### src/hw/rtl/sactc_pkg.sv
// Package with the sizes, mode codes and command types of the cache tag controller.
`timescale 1ns / 1ps
package sactc_pkg;
	localparam int unsigned WaysDefault = 4;
	localparam int unsigned SetsDefault = 64;
	localparam int unsigned LineAddressBitsDefault = 26;
	localparam int unsigned AgeBitsDefault = 8;
	localparam int unsigned ModeBits = 2;
	localparam int unsigned WayFieldBits = 2;
	localparam int unsigned TdataInBits = 32;
	localparam int unsigned TdataOutBits = 32;

	typedef enum logic [ModeBits-1:0] {
		MODE_RR  = 2'd0,
		MODE_NRU = 2'd1,
		MODE_LRU = 2'd2,
		MODE_ALT = 2'd3
	} mode_t;

	// Commands from the controller to the datapath.
	typedef struct packed {
		logic lookup;
		logic commit;
	} dp_cmd_t;

	// Status from the datapath to the controller.
	typedef struct packed {
		logic done;
		logic busy;
	} dp_status_t;
endpackage

### src/hw/rtl/sactc_ctrl.sv
// Controller state machine that sequences read, compare and update of one request.
`timescale 1ns / 1ps
module sactc_ctrl (
	input  logic                 clk,
	input  logic                 arst_n,
	input  logic                 in_valid,
	output logic                 in_ready,
	output logic                 out_valid,
	input  logic                 out_ready,
	output sactc_pkg::dp_cmd_t   cmd,
	input  sactc_pkg::dp_status_t status
);
	import sactc_pkg::*;

	typedef enum logic [1:0] {
		ST_IDLE,
		ST_READ,
		ST_UPDATE
	} state_t;

	state_t state_q;
	logic   out_valid_q;

	// A new request enters while the controller is idle, the set state is cleared and the result register
	// is empty or being drained.
	assign in_ready = (state_q == ST_IDLE) && !status.busy && (!out_valid_q || out_ready);
	assign out_valid = out_valid_q;
	assign cmd.lookup = in_valid && in_ready;
	assign cmd.commit = (state_q == ST_UPDATE);

	// State and result-valid register.
	always_ff @(posedge clk or negedge arst_n) begin
		if (!arst_n) begin
			state_q <= ST_IDLE;
			out_valid_q <= 1'b0;
		end else begin
			if (out_valid_q && out_ready) begin
				out_valid_q <= 1'b0;
			end
			case (state_q)
				ST_IDLE: begin
					if (in_valid && in_ready) begin
						state_q <= ST_READ;
					end
				end
				ST_READ: begin
					state_q <= ST_UPDATE;
				end
				ST_UPDATE: begin
					if (status.done) begin
						out_valid_q <= 1'b1;
						state_q <= ST_IDLE;
					end
				end
				default: begin
					state_q <= ST_IDLE;
				end
			endcase
		end
	end
endmodule

### config.mk
export PLATFORM = sky130hd
export DESIGN_NAME = sactc_ctrl
export DESIGN_NICKNAME = d
export VERILOG_FILES = /design/src/hw/rtl/sactc_pkg.sv /design/src/hw/rtl/sactc_ctrl.sv
export SDC_FILE = /design/constraint.sdc
export NUM_CORES = 1
export LEC_CHECK = 0
export ABC_AREA = 1
export BUFFER_PORTS_ARGS = -buffer_cell sky130_fd_sc_hd__buf_2
export CORE_AREA = 2 2 39 41
export DETAILED_ROUTE_END_ITERATION = 6
export DIE_AREA = 0 0 41 43
export PLACE_DENSITY_LB_ADDON = 0.08
export SETUP_SLACK_MARGIN = 0.05
export SYNTH_ARGS = -nofsm -noshare
export SYNTH_HDL_FRONTEND = slang
export SYNTH_SLANG_ARGS = --single-unit
### constraint.sdc
create_clock -name clk -period 1 [get_ports clk]
set_input_delay 0.1 -clock clk [delete_from_list [all_inputs] [get_ports clk]]
set_output_delay 0.1 -clock clk [all_outputs]
set_load 0.02 [all_outputs]
==> impl_metrics.env <==
export IMPL_synthCells=19
export IMPL_cp_slowest_cell="dfrtp_1"
export IMPL_via_per_inst=3.13
export IMPL_design_core_area_um2=1380
export IMPL_port_buffers=9
export IMPL_h_tree_depth=1
export IMPL_synth_area_um2=144
export IMPL_cts_buffer_depth=2
export IMPL_vias=163
export IMPL_die_h_um=43
export IMPL_grt_max_degree=4
export IMPL_worstMarginPinSlew_ns=0.114
export IMPL_finalSetupViolations=3
export IMPL_crit_path_max_incr_delay_ns=0.38
export IMPL_seq_power_share_pct=22.6
export IMPL_synthToLayoutAreaGrowth_pct=113
export IMPL_cp_buffers_inverters=1
export IMPL_pwr_share_comb_pct=52.8
export IMPL_fin_crit_sh_pct=120
export IMPL_rsz0062_at_grt="yes"
export IMPL_cts_buffers=3
export IMPL_drive_above_1_share_pct=55.6
export IMPL_startpoint_type="register"
export IMPL_irDropWorstVdd_v=0.000914
export IMPL_cts_tree="built"
export IMPL_violations="setup timing"
export IMPL_totalWireLength_um=375
export IMPL_first_global_vias=184
export IMPL_pwr_share_clk_pct=24.6
export IMPL_maxClockFrequency_ghz=0.833
export IMPL_path_common_cell="nor2_2"
export IMPL_maxSlewHeadroom_pct=92.4
export IMPL_die_area_um2=1760
export IMPL_switching_power_uw=297
export IMPL_dp_slack_ns=-0.0179
export IMPL_initial_core_util_pct=10.4
export IMPL_crit_type="reg2out"
export IMPL_outcome="finished with violations"
export IMPL_die_x_um=41
export IMPL_cp_arrival_ns=1.10
export IMPL_hold_viol=0
export IMPL_drc=0
export IMPL_power_uw=833
export IMPL_antenna_found_initial=0
export IMPL_yosys_cell_types_count=6
export IMPL_diodes=0
export IMPL_grt_overflow=0
export IMPL_grt_pass1_wl_um=703
export IMPL_hold_class="in2reg"
export IMPL_wl_per_cell_um=7.21
export IMPL_gp_congestion=0.601
export IMPL_cts_sinks=3
export IMPL_p_per_area_nw_per_um2=2720
export IMPL_grt_total_usage_pct=6.43
export IMPL_clock_skew_final_ns=0.00134
export IMPL_io_pins=10
export IMPL_drtAntennaViolNets=0
export IMPL_dr_pass1_iters=1
export IMPL_nNetsFinal=43
export IMPL_cap_viol_max_count=0
export IMPL_root_buffer="clkbuf_4"
export IMPL_clk_pin_slew_ns=0.03
export IMPL_ys_seq_area_share_pct=52.2
export IMPL_slew_violations=0
export IMPL_rows=14
export IMPL_path_delay_family="flip-flops"
export IMPL_synth_seq_cells=3
export IMPL_syn_num_nets=25
export IMPL_p_leak_nw=0.173
export IMPL_path_max_fanout=3
export IMPL_cp_cell_sequence="nor2_2, nand3_2, nor2_2, buf_6"
export IMPL_drt_initial_drc_count=0
export IMPL_setup_ws_ns=-0.201
export IMPL_swShare_pct=35.7
export IMPL_fin_crit_ns=1.20
export IMPL_endpoint_kind="output pin"
export IMPL_cp_required_ns=0.90
export IMPL_p_int_uw=536
export IMPL_syn_avg_cell_area_um2=7.57
export IMPL_yosys_warnings=0
export IMPL_worstSkewPairLatency_ns=0.23
==> flip-flops by register name, summed over array words and instances, names as in the netlist <==
register	cells
state_q	2
out_valid	1
==> metal layers <==
metal | part of all wire (%) | track usage [%]
met1 | 36 | 6.43
met2 | 54 | 9.06
met3 | 9.1 | 1.57
met4 | 0 | 8.00
met5 | 0 | 0
==> power by group through the flow <==
stage               clock, mW  sequential [mW]  combinational, mW
global route            0.232            0.192              0.492
detailed placement          0            0.190              0.270
floorplan                   0            0.208              0.152
global placement            0            0.189              0.267
finish                  0.205            0.189              0.439
CTS                     0.219            0.189              0.533
==> layout make-up <==
type	count	area, um^2
repair buffers	13	104
flip-flops and latches	3	75.1
inverters	5	18.8
fillers	170	1080
clock buffers	4	26.3
well taps	16	20.0
multi-input cells	11	62.6
==> logic make-up (layout without fill, tap and decap cells) <==
kind of cell,Yosys count,after routing,share of synthesized area [%]
simple gates,11,11,34.8
buf+inv,5,22,13.0
flops,3,3,52.2
==> cells in the mapped netlist <==
cell type	count	area, um^2
dfrtp_1	3	75.1
inv_1	5	18.8
nand2_1	3	11.3
nand3_2	1	10.0
nor2_1	6	22.5
nor2_2	1	6.26
==> layout by cell type (no fill, tap or decap), drive strengths merged <==
cell,n
nand2,3
dfrtp,3
nor2,7
dlygate4sd3,1
nand3,1
inv,5
clkbuf,4
buf,12
==> path summary, 6_finish.rpt <==
kind                            slack [ns]         end  cells after the start  startpoint
worst max-delay path                 -0.20      cmd[1]                      4  state_q[1]
worst min-delay path                  0.11   out_valid                      3   status[1]
worst max register to register        0.14  state_q[1]                      4  state_q[1]
worst min register to register        0.51   out_valid                      2   out_valid
max in group asynchronous             0.70  state_q[0]                      2      arst_n
min in group asynchronous             0.20  state_q[1]                      2      arst_n
==> worst register-to-register path, delay by kind of cell (launching register included) <==
kind / cells / cell delay, ns
buffers and inverters: 2 / 0.21
flip-flops: 1 / 0.38
AND/OR/NAND/NOR: 2 / 0.16
==> per-stage QoR <==
step / std cells / util, % / hold slack (ns) / cell area (um^2) / TNS [ns]
floorplan: 19 / - / -0.196 / 146 / 0
global placement: 45 / 15.8 / -0.100 / 219 / 0
detailed placement: 45 / 15.8 / -0.0991 / 219 / -0.0179
CTS: 54 / 23.8 / 0.108 / 329 / -0.507
global route: 52 / 22.2 / 0.123 / 307 / -0.618
finish: 52 / 22.2 / 0.111 / 307 / -0.407
==> repair_timing <==
action                                  in CTS  in global routing
buffers inserted                             4                  0
resized for setup                           13                  0
hold endpoints to repair                     3                  0
hold buffers                                 1                  0
endpoints found under the setup margin       3                  4
pin swaps                                    4                  0
Note: power is estimated with default switching activity, not from simulation.
